File: src/rtl/ciir_pkg.sv
// Shared constants, types and state encodings for the cascaded IIR filter.
// No dependencies; imported by ciir_cfg, ciir_cell, cascaded_iir_filter_top and the testbench.
package ciir_pkg;

  // Filter geometry
  localparam int SECTIONS   = 8;
  localparam int ORDER      = 4;
  localparam int TAPS       = 2 * ORDER + 1;

  // Field widths
  localparam int SAMPLE_IN_W = 16;
  localparam int SAMPLE_W    = 24;
  localparam int COEF_W      = 18;
  localparam int LIMIT_W     = 23;
  localparam int IDX_W       = 7;
  localparam int SEC_FIELD_W = 3;
  localparam int SECC_W      = 4;
  localparam int ORDC_W      = 3;

  // Datapath widths
  localparam int PROD_W     = COEF_W + SAMPLE_W;
  localparam int ACC_W      = PROD_W + $clog2(TAPS);
  localparam int FRAC_SHIFT = 14;
  localparam int ROUND_BIAS = 1 << (FRAC_SHIFT - 1);
  localparam int YR_W       = ACC_W - FRAC_SHIFT;

  // Counter and index widths
  localparam int TAP_W  = $clog2(TAPS);
  localparam int XH_W   = $clog2(ORDER + 1);
  localparam int YH_W   = (ORDER > 1) ? $clog2(ORDER) : 1;
  localparam int ORD_W  = $clog2(ORDER + 1);
  localparam int NSEC_W = $clog2(SECTIONS + 1);
  localparam int SIDX_W = (SECTIONS > 1) ? $clog2(SECTIONS) : 1;

  // Register port
  localparam int ADDR_W = 4;
  localparam int DATA_W = 32;
  localparam logic [1:0] REG_SECTIONS = 2'd0;
  localparam logic [1:0] REG_ORDER    = 2'd1;
  localparam logic [1:0] REG_LIMIT    = 2'd2;

  // Input function codes
  localparam logic FUNC_FILTER = 1'b0;
  localparam logic FUNC_COEF   = 1'b1;

  typedef struct packed {
    logic [SECC_W-1:0]  sections;
    logic [ORDC_W-1:0]  order;
    logic [LIMIT_W-1:0] limit;
  } cfg_t;

  typedef struct packed {
    logic                     we;
    logic [TAP_W-1:0]         tap;
    logic signed [COEF_W-1:0] value;
  } coef_wr_t;

  typedef struct packed {
    logic                       done;
    logic                       ovf;
    logic signed [SAMPLE_W-1:0] y;
  } cell_st_t;

  typedef enum logic [1:0] {
    C_IDLE,
    C_MAC,
    C_ROUND
  } cell_state_t;

  typedef enum logic [1:0] {
    T_IDLE,
    T_RUN,
    T_HOLD
  } top_state_t;

endpackage

File: src/rtl/ciir_cfg.sv
// Configuration register block: section count, order and overflow limit.
// Depends on ciir_pkg.
module ciir_cfg
  import ciir_pkg::*;
(
  input  logic              clk,
  input  logic              rst,
  input  logic              psel,
  input  logic              penable,
  input  logic              pwrite,
  input  logic [ADDR_W-1:0] paddr,
  input  logic [DATA_W-1:0] pwdata,
  output logic [DATA_W-1:0] prdata,
  output logic              pready,
  output cfg_t              cfg
);

  logic       wr;
  logic [1:0] reg_sel;

  assign pready  = 1'b1;
  assign wr      = psel && penable && pwrite;
  assign reg_sel = paddr[3:2];

  // register writes
  always_ff @(posedge clk) begin
    if (rst) begin
      cfg.sections <= SECC_W'(1);
      cfg.order    <= ORDC_W'(2);
      cfg.limit    <= '1;
    end else if (wr) begin
      case (reg_sel)
        REG_SECTIONS: cfg.sections <= pwdata[SECC_W-1:0];
        REG_ORDER:    cfg.order    <= pwdata[ORDC_W-1:0];
        REG_LIMIT:    cfg.limit    <= pwdata[LIMIT_W-1:0];
        default: ;
      endcase
    end
  end

  // read back
  always_comb begin
    case (reg_sel)
      REG_SECTIONS: prdata = DATA_W'(cfg.sections);
      REG_ORDER:    prdata = DATA_W'(cfg.order);
      REG_LIMIT:    prdata = DATA_W'(cfg.limit);
      default:      prdata = '0;
    endcase
  end

endmodule

File: config.mk
export PLATFORM = sky130hd
export DESIGN_NAME = ciir_cfg
export DESIGN_NICKNAME = d
export VERILOG_FILES = /design/src/rtl/ciir_pkg.sv /design/src/rtl/ciir_cfg.sv
export SDC_FILE = /design/constraint.sdc
export NUM_CORES = 1
export LEC_CHECK = 0
export ABC_AREA = 1
export BUFFER_PORTS_ARGS = -buffer_cell sky130_fd_sc_hd__buf_2
export CAP_MARGIN = 20
export CORE_UTILIZATION = 46
export CTS_CLUSTER_DIAMETER = 40
export CTS_CLUSTER_SIZE = 14
export DETAILED_ROUTE_END_ITERATION = 10
export GPL_TIMING_DRIVEN = 0
export PLACE_DENSITY = 0.94
export SYNTH_ARGS = -nofsm -noshare
export SYNTH_HDL_FRONTEND = slang
export SYNTH_SLANG_ARGS = --single-unit
File: constraint.sdc
create_clock -name clk -period 1.5 [get_ports clk]
set_input_delay 0.075 -clock clk [delete_from_list [all_inputs] [get_ports clk]]
set_output_delay 0.075 -clock clk [all_outputs]
set_load 0.05 [all_outputs]
### Yosys cells after proc, flatten, opt, wreduce, memory -nomap -nowiden

Cells that the tools add are included.

* logic and storage cells: 12
* flip-flop bits (word level): 30
* output and inout port bits: 63
* input bits: 41

* equality and inequality tests: 2
* reduce and logical (&&, ||, !) cells: 6
* muxes and demuxes: 1

Operators with widths (number)
* 23-bit one-hot mux with 3 select lines: 1
* 2-bit AND reduction: 3
* 2-bit by 1-bit equality test with 1-bit output, second input constant: 1
* 2-bit equality test, second input constant: 1
* 1-bit logical AND: 2
* 2-bit zero test: 1

### Logic depth before layout (Yosys ltp)

* depth after elaboration: 3
* mapped depth: 7
* depth with buffers taken out: 6

### Least setup slack after synthesis

Ideal clock, no wire load.

* path type: register to output
* start point: register cfg[10] in the netlist's numbering
* end point: output prdata[10]
* required time: 1.425 ns
* path slack: 0.030 ns
* buffers on the path: 0
* cell stages (with the launch flop): 3
* arrival: 1.395 ns
* cells stage by stage: dfxtp_1 -> inv_1 -> nor2_1

* cells in the longest elaborated chain, start to end: 1

RTL lines
* start, declared: line ciir_cfg.sv:15 `output cfg_t cfg`
* 23-bit one-hot mux with 3 select lines: line ciir_cfg.sv:43 `case (reg_sel)`
* end, declared: line ciir_cfg.sv:13 `output logic [DATA_W-1:0] prdata,`

Every way passes these cells.

### Worst setup path after layout

* start point: register cfg[8] in the netlist's numbering
* end point: output prdata[8]

Same word-level chain as after synthesis.

==> impl_summary.log <==
[metrics] path class of the lowest-slack min-delay path: in2reg
[metrics] Die Wd: 62.4 um
[metrics] clock root buffer: sky130_fd_sc_hd__clkbuf_4
[metrics] Clock Tree Buf Depth: 2
[metrics] synthesis-stage register bit count: 30
[metrics] transition time of the tightest slew-check pin: 0.688 ns
[metrics] Data arrival, critical path: 1.18 ns
[metrics] worst-path maximum fanout: 3
[metrics] wire length of the first global-routing pass: 7580 um
[metrics] number of global-route vias before repair: 1735
[metrics] cell with the largest stage delay on the worst path: sky130_fd_sc_hd__dfxtp_1
[metrics] DRC violation count after routing: 0
[metrics] Max transition margin: 54.1%
[metrics] CTS tree: built
[metrics] Design Power: 2.00 mW
[metrics] number of maximum-capacitance constraint violations: 0
[metrics] post-detail-place hpwl: 3180 um
[metrics] post-synthesis cell count: 218
[metrics] top post-synthesis cells by area: sky130_fd_sc_hd__dfxtp_1 (36%), sky130_fd_sc_hd__nand3_2 (13%), sky130_fd_sc_hd__nand2_2 (11%)
[metrics] sequence of cells on the critical path: inv_1, nor2_1, buf_2
[metrics] std cell rows: 21
[metrics] count of final setup violators: 0
[metrics] I/O pin total: 104
[metrics] Worst Skew: 0 ns
[metrics] total number of yosys warnings: 0
[metrics] largest register by flop count: cfg
[metrics] post-CTS setup buffers: 0
[metrics] Via-to-Cell Ratio: 4.61
[metrics] cell area after synthesis: 1680 um2
[metrics] Area Growth Syn to Fin: 48.2%
[metrics] Crit path largest cell delay: 0.39 ns
[metrics] unrepaired setup endpoints after global routing: no
[metrics] combined global-route utilization of all metal layers: 24.8%
[metrics] cell leakage power: 1.46 nW
[metrics] number of buffers and inverters on the critical path: 2
[metrics] number of filler cells placed in the layout: 269
[metrics] startpoint kind of the worst setup timing path: flop
[metrics] result of the run: finished clean
[metrics] count of antenna-violating nets left after detailed routing: 0
[metrics] Routed Wire Length: 4570 um
[metrics] buffers added on ports: 82
[metrics] sum of negative setup slack: 0 ns
[metrics] area of the die: 3890 um2
[metrics] max reg flops: 30
[metrics] Die Height: 62.4 um
[metrics] share of flip-flops with an asynchronous set or reset after synthesis: 0%
[metrics] Setup crit end kind: primary output
[metrics] pin count of the biggest net entering global routing: 11
[metrics] Commonest cells post-synth: sky130_fd_sc_hd__nand2_1 (35), sky130_fd_sc_hd__nor2_1 (33), sky130_fd_sc_hd__dfxtp_1 (30), sky130_fd_sc_hd__nand2_2 (30), sky130_fd_sc_hd__inv_1 (26)
[metrics] layout net count: 379
[metrics] number of DRC markers in iteration 0: 71
[metrics] minimum clock period after layout: 1.25 ns
[metrics] htree depth: 2
[metrics] clock-pin slew on the worst setup and hold paths: 0.10 ns
[metrics] pins over their slew limit: 0
[metrics] clock buffer count from CTS: 5
[metrics] critical path class: reg2out
[metrics] family with the most delay on the worst path: flip-flops
[metrics] Post-synth EDFFs: 0
[metrics] Regs by FF count: cfg: 30 flops
[metrics] fraction of layout cells with a size suffix above 1: 48.4%
[metrics] Routability Congestion: 0.837
[metrics] timing-limited maximum frequency: 797 MHz
[metrics] total power per unit cell area: 804 nW/um2
[metrics] final routed wire length divided by cell count: 11.9 um
[metrics] Hold Vio Cnt, Final: 0
[metrics] critical path data required time: 1.42 ns
[metrics] via count: 1775
[metrics] final critical-path share of the clock period: 83.6%
[metrics] antenna violations before repair: 0
[metrics] Seq/Total Area, Yosys: 35.8%
[metrics] IR drop worst, VDD: 0.744 mV
[metrics] Clock Latency Late Sink: 0.31 ns
[metrics] 1st-pass router iterations: 4
[metrics] initial core utilization: 49.0%
[metrics] count of different cell masters after synthesis: 20
[metrics] number of sinks driven by the clock tree: 30
[metrics] share of Yosys cell area claimed by the top area cell type: 35.8%
[metrics] largest area contributor in the synthesized netlist: sky130_fd_sc_hd__dfxtp_1
[metrics] Synth Flop Type: sky130_fd_sc_hd__dfxtp_1
[metrics] area of the placeable core: 3420 um2
[metrics] mean instance size in the synthesized netlist: 7.69 um2
[metrics] Overflow after GRT: 0
[metrics] ANT cells: 0
[metrics] cell with the most instances after synthesis: sky130_fd_sc_hd__nand2_1
==> kinds of logic (layout without fill, tap and decap cells) <==
| family | Yosys count | after routing | synth area share (%) |
|---|---|---|---|
| compound gates | 3 | 3 | 1.12 |
| buf+inv | 47 | 160 | 16.5 |
| flops | 30 | 30 | 35.8 |
| other cells | 2 | 10 | 0.448 |
| simple gates | 136 | 136 | 46.1 |
==> power breakdown <==
group / internal (mW) / switching, mW / total [mW]
clock network: 0.320 / 0.279 / 0.600
registers: 0.814 / 0.0150 / 0.829
logic: 0.168 / 0.399 / 0.566
==> timing repair <==
action | 4_1_cts | 5_1_grt
gates resized for setup | 0 | 0
hold endpoints to repair | 23 | 0
hold buffers | 23 | 0
==> worst paths after layout <==
path	start	endpoint	slack, ns	depth (start not counted)
max	cfg[8]$_SDFFE_PP1P_	prdata[8]	0.25	3
min	paddr[2]	cfg[24]$_SDFFE_PP1P_	0.16	4
max reg2reg	cfg[24]$_SDFFE_PP1P_	cfg[24]$_SDFFE_PP1P_	0.85	2
min reg2reg	cfg[19]$_SDFFE_PP1P_	cfg[19]$_SDFFE_PP1P_	0.48	2
==> final cells by class <==
cell class / count / area (um2) / area share [%]
multi-input combinational: 149 / 828 / 33.4
sequential: 30 / 601 / 24.2
timing repair buffer: 105 / 641 / 25.8
inverter: 28 / 108 / 4.33
clock buffer: 8 / 78.8 / 3.18
buffer: 19 / 169 / 6.80
tap: 46 / 57.6 / 2.32
==> tightest hold or removal path: stages <==
cell	delay, ns
sky130_fd_sc_hd__buf_2	0.12
sky130_fd_sc_hd__nand2_1	0.08
sky130_fd_sc_hd__o21ai_0	0.09
sky130_fd_sc_hd__nand3_1	0.08
==> layer usage <==
layer,up-vias,global-route usage [%],part of all wire (%)
met2,81,45.3,52
met5,-,0,0
met3,22,4.78,5.1
li1,879,-,-
met1,793,25.6,38
met4,0,16.6,4.7
==> per-stage QoR <==
stage / area (um2) / hold WS, ns / setup slack (ns) / utilization, % / cells
after floorplan: 1710 / 0.192 / 0.0304 / - / 226
after global placement: 2170 / 0.286 / 0.385 / 63.6 / 354
after detailed placement: 2170 / 0.292 / 0.371 / 63.6 / 354
after CTS: 2480 / 0.131 / 0.308 / 72.7 / 385
after global routing: 2480 / 0.156 / 0.184 / 72.7 / 385
final: 2480 / 0.157 / 0.245 / 72.7 / 385
==> layout by cell type, fill, tap and decap left out, types with 11 or more instances in the layout <==
| master | instances |
|---|---|
| sky130_fd_sc_hd__buf_2 | 83 |
| sky130_fd_sc_hd__buf_4 | 11 |
| sky130_fd_sc_hd__dfxtp_1 | 30 |
| sky130_fd_sc_hd__dlygate4sd3_1 | 23 |
| sky130_fd_sc_hd__inv_1 | 26 |
| sky130_fd_sc_hd__nand2_1 | 35 |
| sky130_fd_sc_hd__nand2_2 | 30 |
| sky130_fd_sc_hd__nand3_1 | 13 |
| sky130_fd_sc_hd__nand3_2 | 21 |
| sky130_fd_sc_hd__nor2_1 | 33 |
Power figures use the tool's default switching activity.
