[src/rtl/ciir_pkg.sv]
// Shared constants, types and state encodings for the cascaded IIR filter.
// No dependencies; imported by ciir_cfg, ciir_cell, cascaded_iir_filter_top and the testbench.
package ciir_pkg;

  // Filter geometry
  localparam int SECTIONS   = 8;
  localparam int ORDER      = 4;
  localparam int TAPS       = 2 * ORDER + 1;

  // Field widths
  localparam int SAMPLE_IN_W = 16;
  localparam int SAMPLE_W    = 24;
  localparam int COEF_W      = 18;
  localparam int LIMIT_W     = 23;
  localparam int IDX_W       = 7;
  localparam int SEC_FIELD_W = 3;
  localparam int SECC_W      = 4;
  localparam int ORDC_W      = 3;

  // Datapath widths
  localparam int PROD_W     = COEF_W + SAMPLE_W;
  localparam int ACC_W      = PROD_W + $clog2(TAPS);
  localparam int FRAC_SHIFT = 14;
  localparam int ROUND_BIAS = 1 << (FRAC_SHIFT - 1);
  localparam int YR_W       = ACC_W - FRAC_SHIFT;

  // Counter and index widths
  localparam int TAP_W  = $clog2(TAPS);
  localparam int XH_W   = $clog2(ORDER + 1);
  localparam int YH_W   = (ORDER > 1) ? $clog2(ORDER) : 1;
  localparam int ORD_W  = $clog2(ORDER + 1);
  localparam int NSEC_W = $clog2(SECTIONS + 1);
  localparam int SIDX_W = (SECTIONS > 1) ? $clog2(SECTIONS) : 1;

  // Register port
  localparam int ADDR_W = 4;
  localparam int DATA_W = 32;
  localparam logic [1:0] REG_SECTIONS = 2'd0;
  localparam logic [1:0] REG_ORDER    = 2'd1;
  localparam logic [1:0] REG_LIMIT    = 2'd2;

  // Input function codes
  localparam logic FUNC_FILTER = 1'b0;
  localparam logic FUNC_COEF   = 1'b1;

  typedef struct packed {
    logic [SECC_W-1:0]  sections;
    logic [ORDC_W-1:0]  order;
    logic [LIMIT_W-1:0] limit;
  } cfg_t;

  typedef struct packed {
    logic                     we;
    logic [TAP_W-1:0]         tap;
    logic signed [COEF_W-1:0] value;
  } coef_wr_t;

  typedef struct packed {
    logic                       done;
    logic                       ovf;
    logic signed [SAMPLE_W-1:0] y;
  } cell_st_t;

  typedef enum logic [1:0] {
    C_IDLE,
    C_MAC,
    C_ROUND
  } cell_state_t;

  typedef enum logic [1:0] {
    T_IDLE,
    T_RUN,
    T_HOLD
  } top_state_t;

endpackage

[src/rtl/ciir_cell.sv]
// One direct-form-I section: coefficients, histories and a serial MAC.
// Takes a sample from its left neighbor, hands the clamped output right.
// Depends on ciir_pkg.
module ciir_cell
  import ciir_pkg::*;
(
  input  logic                       clk,
  input  logic                       rst,
  input  logic                       start,
  input  logic signed [SAMPLE_W-1:0] x_in,
  input  logic [ORD_W-1:0]           ord,
  input  logic [LIMIT_W-1:0]         limit,
  input  coef_wr_t                   cwr,
  output cell_st_t                   st
);

  cell_state_t state, state_next;
  logic load, step, finish;

  logic [TAP_W-1:0] j, tap, pole_k, yh_off, coef_idx, last_tap;
  logic             zero_tap;

  logic signed [COEF_W-1:0]   coef [TAPS];
  logic signed [SAMPLE_W-1:0] xh [ORDER+1];
  logic signed [SAMPLE_W-1:0] yh [ORDER];

  logic signed [COEF_W-1:0]   c_sel;
  logic signed [SAMPLE_W-1:0] d_sel;
  logic signed [PROD_W-1:0]   p;
  logic                       neg;
  logic signed [ACC_W-1:0]    acc, term, acc_sum;
  logic signed [YR_W-1:0]     yr, lim;
  logic signed [SAMPLE_W-1:0] y_next;
  logic                       ovf_next;

  logic                       done_q, ovf_q;
  logic signed [SAMPLE_W-1:0] y_q;

  assign st.done = done_q;
  assign st.ovf  = ovf_q;
  assign st.y    = y_q;

  // sequencer
  always_ff @(posedge clk) begin
    if (rst) state <= C_IDLE;
    else     state <= state_next;
  end

  assign last_tap = TAP_W'({ord, 1'b0});

  always_comb begin
    state_next = state;
    load       = 1'b0;
    step       = 1'b0;
    finish     = 1'b0;
    case (state)
      C_IDLE: begin
        if (start) begin
          load       = 1'b1;
          state_next = (ord == '0) ? C_ROUND : C_MAC;
        end
      end
      C_MAC: begin
        step = 1'b1;
        if (j == last_tap) state_next = C_ROUND;
      end
      C_ROUND: begin
        finish     = 1'b1;
        state_next = C_IDLE;
      end
      default: state_next = C_IDLE;
    endcase
  end

  // tap select: zeros 0..ord first, then poles 1..ord
  assign tap      = (state == C_IDLE) ? '0 : j;
  assign zero_tap = (tap <= TAP_W'(ord));
  assign pole_k   = tap - TAP_W'(ord);
  assign yh_off   = pole_k - TAP_W'(1);
  assign coef_idx = zero_tap ? tap : pole_k + TAP_W'(ORDER);
  assign c_sel    = coef[coef_idx];

  always_comb begin
    if (tap == '0)    d_sel = x_in;
    else if (zero_tap) d_sel = xh[tap[XH_W-1:0]];
    else               d_sel = yh[yh_off[YH_W-1:0]];
  end

  // accumulate the registered product
  assign term    = neg ? -ACC_W'(p) : ACC_W'(p);
  assign acc_sum = acc + term;

  // round (bias preloaded), then clamp to the limit
  assign yr  = acc_sum[ACC_W-1:FRAC_SHIFT];
  assign lim = $signed({{(YR_W-LIMIT_W){1'b0}}, limit});

  always_comb begin
    ovf_next = 1'b1;
    if (yr > lim)       y_next = SAMPLE_W'(lim);
    else if (yr < -lim) y_next = SAMPLE_W'(-lim);
    else begin
      y_next   = SAMPLE_W'(yr);
      ovf_next = 1'b0;
    end
  end

  // tap counter and MAC datapath
  always_ff @(posedge clk) begin
    if (cwr.we) coef[cwr.tap] <= cwr.value;
    if (load) j <= TAP_W'(1);
    else if (step) j <= j + TAP_W'(1);
    if (load || step) begin
      p   <= c_sel * d_sel;
      neg <= !zero_tap;
    end
    if (load) acc <= ACC_W'(ROUND_BIAS);
    else if (step) acc <= acc_sum;
  end

  // histories: shift only the entries in use
  always_ff @(posedge clk) begin
    if (rst) begin
      for (int k = 0; k <= ORDER; k++) xh[k] <= '0;
      for (int k = 0; k < ORDER; k++)  yh[k] <= '0;
    end else begin
      if (load) xh[0] <= x_in;
      if (finish && ord != '0) begin
        for (int k = 1; k <= ORDER; k++) begin
          if (ORD_W'(k) <= ord) xh[k] <= xh[k-1];
        end
        for (int k = 1; k < ORDER; k++) begin
          if (ORD_W'(k) < ord) yh[k] <= yh[k-1];
        end
        yh[0] <= y_next;
      end
    end
  end

  // hand-off to the next section
  always_ff @(posedge clk) begin
    if (rst) done_q <= 1'b0;
    else     done_q <= finish;
    if (finish) begin
      y_q   <= y_next;
      ovf_q <= ovf_next;
    end
  end

endmodule

[config.mk]
export PLATFORM = sky130hd
export DESIGN_NAME = ciir_cell
export DESIGN_NICKNAME = d
export VERILOG_FILES = /design/src/rtl/ciir_pkg.sv /design/src/rtl/ciir_cell.sv
export SDC_FILE = /design/constraint.sdc
export NUM_CORES = 2
export LEC_CHECK = 0
export ABC_AREA = 0
export BUFFER_PORTS_ARGS = -buffer_cell sky130_fd_sc_hd__buf_2
export CAP_MARGIN = 20
export CORE_ASPECT_RATIO = 0.9
export CORE_UTILIZATION = 30
export CTS_BUF_LIST = sky130_fd_sc_hd__clkbuf_16
export DETAILED_ROUTE_END_ITERATION = 10
export SKIP_CTS_REPAIR_TIMING = 1
export SYNTH_ARGS = -nofsm -noshare
export SYNTH_HDL_FRONTEND = slang
export SYNTH_SLANG_ARGS = --single-unit
[constraint.sdc]
create_clock -name clk -period 12.55 [get_ports clk]
set_input_delay 2.51 -clock clk [delete_from_list [all_inputs] [get_ports clk]]
set_output_delay 2.51 -clock clk [all_outputs]
set_load 0.02 [all_outputs]
### Word level (Yosys, flattened, before mapping)

Memories as Yosys holds them, arrays and structs flattened.
Index checks and enable logic that the tools add are counted.

| storage, ports and cells | value |
|---|---|
| register bits after elaboration | 121 |
| memory bits (writable) | 378 |
| input port bits | 76 |
| output and inout port bits | 26 |
| word-level logic and storage cells | 114 |
| memories kept | 3 |

Memory list:

| memory | depth | width | read ports | clocked after Yosys merged registers in | wr ports | RTL line | text |
|---|---|---|---|---|---|---|---|
| coef | 9 | 18 | 1 | 0 | 1 | ciir_cell.sv:23 | `logic signed [COEF_W-1:0] coef [TAPS];` |
| xh | 5 | 24 | 5 | 0 | 5 | ciir_cell.sv:24 | `logic signed [SAMPLE_W-1:0] xh [ORDER+1];` |
| yh | 4 | 24 | 4 | 0 | 4 | ciir_cell.sv:25 | `logic signed [SAMPLE_W-1:0] yh [ORDER];` |

| operators by class | value |
|---|---|
| $add $sub $neg | 7 |
| multiply operators | 1 |
| magnitude comparators | 10 |
| equality and inequality tests | 5 |
| multiplexer cells | 63 |
| bitwise logic cells | 9 |
| reductions and logical operators | 8 |

Operators with widths:

| operator | count |
|---|---|
| $mux 24 | 13 |
| $add 46x46->46 | 1 |
| $mux 46 | 1 |
| $neg 42->46 | 1 |
| $mux 1 | 43 |
| $mul 18x24->42 | 1 |
| $gt 32x24->1 | 1 |
| $lt 32x32->1 | 1 |
| $neg 23->32 | 1 |
| $or 1x1->1 | 9 |
| $mux 4 | 2 |
| $le 2x3->1 const A | 2 |
| $lt 2x3->1 const A | 2 |
| $mux 2 | 3 |
| $add 4x1->4 const B | 1 |
| $add 4x3->4 const B | 1 |
| $eq 4x4->1 | 1 |
| $le 4x3->1 | 1 |
| $logic_not 4->1 | 1 |
| $ne 2x2->1 const B | 2 |
| $pmux 2 s2 | 1 |
| $sub 4x3->4 | 1 |
| $le 1x3->1 const A | 1 |
| $le 3x3->1 const A | 1 |
| 11 further kinds | 11 |

### Logic depth before layout (Yosys ltp)

An unclocked memory read counts as a cell.

| logic depth | value |
|---|---|
| word-level depth | 8 |
| depth in mapped cells | 45 |
| gate-level depth less buffers | 40 |

### Least setup slack after synthesis

No wires, ideal clock.

| timing | value |
|---|---|
| kind | in2reg |
| start | input ord[2] |
| end | register p[38] (data pin) |
| setup time | 0.258 ns |
| arrival time | 11.535 ns |
| data required time | 12.292 ns |
| path slack | 0.758 ns |
| stages | 35 |
| path buffers | 3 |
| cell sequence | clkbuf_1 > inv_1 > ha_1 > inv_1 > nor2_1 > o21a_1 > a21oi_2 > inv_1 > a21oi_2 > buf_4 > mux4_2 > mux2i_1 > nor2_1 > a21oi_1 > clkbuf_1 > nor2_1 > fa_1 > fa_1 > fa_1 > fa_1 > fa_1 > inv_1 > fa_1 > inv_1 > ha_1 > and4_1 > a21oi_1 > o221a_2 > nor4_1 > a2111oi_0 > a211oi_1 > o211ai_1 > nand2b_1 > a21oi_1 > xnor2_1 |

| between the ends | value |
|---|---|
| cells in the longest elaborated chain, start to end | 5 |
| elaborated cells between the ends (all ways) | 8 |
| those cells by class | add/sub: 2; mul: 1; order compare: 1; mux: 3; memory: 1 |

Ends and longest elaborated chain:

| element | RTL line | text |
|---|---|---|
| start, declared | ciir_cell.sv:11 | `input logic [ORD_W-1:0] ord,` |
| $sub 4x3->4 | ciir_cell.sv:78 | `assign pole_k = tap - TAP_W'(ord);` |
| $add 4x3->4 | ciir_cell.sv:80 | `assign coef_idx = zero_tap ? tap : pole_k + TAP_W'(ORDER);` |
| $mux 4 | ciir_cell.sv:80 |  |
| $mem_v2 9x18 | -- |  |
| $mul 18x24->42 (*) | ciir_cell.sv:113 | `p <= c_sel * d_sel;` |
| end signal, assigned | ciir_cell.sv:113 |  |
| end, declared | ciir_cell.sv:29 | `logic signed [PROD_W-1:0] p;` |

Every way passes the cells marked *; elsewhere a longest branch is shown, timed or not.
A chain may end at the register's enable or synchronous reset.

### Final worst setup path

| timing | value |
|---|---|
| start | input ord[0] |
| end | register p[38] (data pin) |

| between the ends | value |
|---|---|
| cells in the longest elaborated chain, start to end | 6 |
| elaborated cells between the ends (all ways) | 10 |
| those cells by class | add/sub: 3; mul: 1; order compare: 1; mux: 3; memory: 2 |

Ends and longest elaborated chain:

| element | RTL line |
|---|---|
| parallel branches: the longest is 5 deep, another holds $mem_v2 9x18 | -- |
| $mul 18x24->42 (*) | ciir_cell.sv:113 |

Every way passes the cells marked *.

==> impl_metrics.env <==
export IMPL_htree_levels=2
export IMPL_core_area_um2=136000
export IMPL_worstSetupPathType="in2reg"
export IMPL_skew_ns=0.0445
export IMPL_via_count=28600
export IMPL_holdPathEnd="acc[12]"
export IMPL_r2r_start="state[0]"
export IMPL_timing_slew_headroom_pct=19.9
export IMPL_drive_gt1_share_pct=10.9
export IMPL_cts_path_max_buffers=3
export IMPL_drv_slew=0
export IMPL_drv_cap=0
export IMPL_r2r_cells=39
export IMPL_setup_viol=0
export IMPL_synth_mux_area_share_pct=4.74
export IMPL_yosysUniqueCellTypes=82
export IMPL_synth_enable_flop_cells=446
export IMPL_period_share_pct=91.9
export IMPL_synthAdderAreaFrac_pct=27.1
export IMPL_ys_warnings_count=0
export IMPL_endpoint_kind="flop"
export IMPL_avgSynthCellArea_um2=10.6
export IMPL_grt_overflow=0
export IMPL_hp_start="acc[12]"
export IMPL_start_kind="input port"
export IMPL_nets=4678
export IMPL_fmax_mhz=86.7
export IMPL_grt_max_degree=121
export IMPL_synth_net_count=4589
export IMPL_first_pass_iters=6
export IMPL_antenna_found_initial=15
export IMPL_ys_ff_latch=499
export IMPL_die_h_um=353
export IMPL_reg2reg_slack_ns=1.75
export IMPL_postSynth_asyncResetShare_pct=0
export IMPL_hold_class="reg2reg"
export IMPL_clk_latency_ns=0.64
export IMPL_synthCells=3876
export IMPL_ys_seq_area_share_pct=35.1
export IMPL_clk_pin_slew_ns=0.07
export IMPL_numPortBuffers=101
export IMPL_die_w_um=392
export IMPL_worstReg2RegEnd="p[40]"
export IMPL_min_period_ns=11.54
export IMPL_synth_ff_type="edfxtp_1"
export IMPL_clock_sinks=499
export IMPL_pin_count=102
export IMPL_whs_ns=0.461
export IMPL_avgViaCountPerCell=4.91
export IMPL_wl_um=111000
export IMPL_yosys_area_share_simple_pct=14.1
export IMPL_cts_root_buf="clkbuf_16"
export IMPL_cts_tree="yes"
export IMPL_start_util_pct=30.3
export IMPL_critPathRequiredTime_ns=12.91
export IMPL_synth_compound_area_share_pct=9.01
export IMPL_whs_path_depth=2
export IMPL_yosys_area_share_xor_xnor_pct=3.17
export IMPL_cp_arrival_ns=11.90
export IMPL_cpMaxStageDelayCell="fa_1"
export IMPL_routedWlPerCell_um=19.0
export IMPL_grt_usage_pct=15.9
export IMPL_rsz0062_at_grt="no"
export IMPL_setup_tns_ns=0
export IMPL_hold_violations=0
export IMPL_globalplace_congestion=0.897
export IMPL_core_rowCount=128
export IMPL_synth_top_family_by_area="adder cells"
export IMPL_tightestPinTransition_ns=1.19
export IMPL_dp_hpwl_um=84900
export IMPL_crit_top_cell="fa_1"
export IMPL_outcome="complete, no violations"
export IMPL_slowest_delay_ns=0.55
export IMPL_remaining_drc_errors=0
export IMPL_area_delta_synth_final_pct=12.0
export IMPL_ant_nets=0
export IMPL_die_area_um2=139000
export IMPL_drt_iter0_markers=2157
export IMPL_crit_fanout=27
export IMPL_grt_pass1_wl_um=171000
export IMPL_cts_inserted_buffers=52
export IMPL_grt_pass1_vias=28500
export IMPL_netlist_area_um2=41200
## placed cells by master (no fill, tap or decap), drive strengths merged, types with 114 or more instances in the layout
cell and n:
inv 553, ha 210, a21oi 156, o21ai 155
nor2 167, fa 427, nand2 449, buf 211
and2 266, edfxtp 446, xnor2 114
## critical path: cells and delay by family
kind | cells | cell delay, ns
AOI/OAI and AO/OA | 11 | 2.27
xor gates and xnor gates | 1 | 0.08
adders and majority gates | 9 | 4.09
buffers and inverters | 9 | 1.27
muxes | 2 | 0.90
and+or+nand+nor | 6 | 0.67
## area by class of cell
type / count / area, um2
Clock buffer: 52 / 1300
Fill cell: 13700 / 89700
Inverter: 543 / 2040
Timing Repair Buffer: 211 / 1400
Antenna cell: 8 / 20.0
Multi-Input combinational cell: 2658 / 24100
Clock inverter: 44 / 470
Sequential cell: 499 / 14500
Tap cell: 1820 / 2280
## registers in the layout (all words and copies together), names as in the netlist
| signal | cells |
|---|---|
| done_q | 1 |
| coef | 162 |
| p | 42 |
| y_q | 24 |
| state | 2 |
| yh | 96 |
| ovf_q | 1 |
| xh | 120 |
| j | 4 |
| neg | 1 |
| acc | 46 |
## per-stage QoR
step                      utilization [%]  instance area [um2]  instances  setup WS [ns]
final                                34.0                46100       5835           1.01
after floorplan                         -                41200       3876          0.758
after detailed placement             32.6                44300       5729          0.191
after global routing                 33.9                46100       5829          0.469
after CTS                            33.9                46000       5825          0.832
after global placement               32.6                44300       5729          0.292
## cells in the mapped netlist (37+ instances only)
library cell / instances / area (um2)
ha_1: 210 / 2630
nor2b_1: 55 / 344
nor2_1: 167 / 627
dfxtp_1: 53 / 1060
nor3_1: 37 / 185
clkbuf_1: 138 / 518
xnor2_1: 113 / 990
inv_1: 541 / 2030
mux2i_1: 48 / 480
a21o_1: 39 / 293
edfxtp_1: 446 / 13400
a21oi_1: 153 / 766
nand2_1: 449 / 1690
and2_1: 266 / 1660
fa_1: 427 / 8550
mux4_2: 60 / 1350
o21ai_0: 126 / 631
## kinds of logic after synthesis
group,after synthesis
simple gates,1177
buf+inv,719
fa+ha+maj,637
compound gates,581
flops,499
xor+xnor,146
mux,117
## layer usage
layer	up-vias	share of wire, %	wire length, um	global-route usage, %
met5	-	0.080	88	0
met4	14	2.0	2210	3.34
met3	128	6.7	7380	2.48
met2	875	45	50200	24.8
met1	14400	46	50700	23.1
li1	13200	-	-	-
## how the worst max path moves through the flow
| stage | start | to | slack (ns) |
|---|---|---|---|
| final | ord[0] | p[38] | 1.01 |
| after global routing | ord[0] | p[38] | 0.47 |
| after CTS | ord[0] | p[40] | 0.83 |
| after detailed placement | ord[0] | p[40] | 0.19 |
| after global placement | ord[2] | p[38] | 0.29 |
| after floorplan | ord[2] | p[38] | 0.76 |
Power is left out: the tool's default activity adds up to more than one toggle a clock period on the data nets, which glitch-free logic cannot reach.
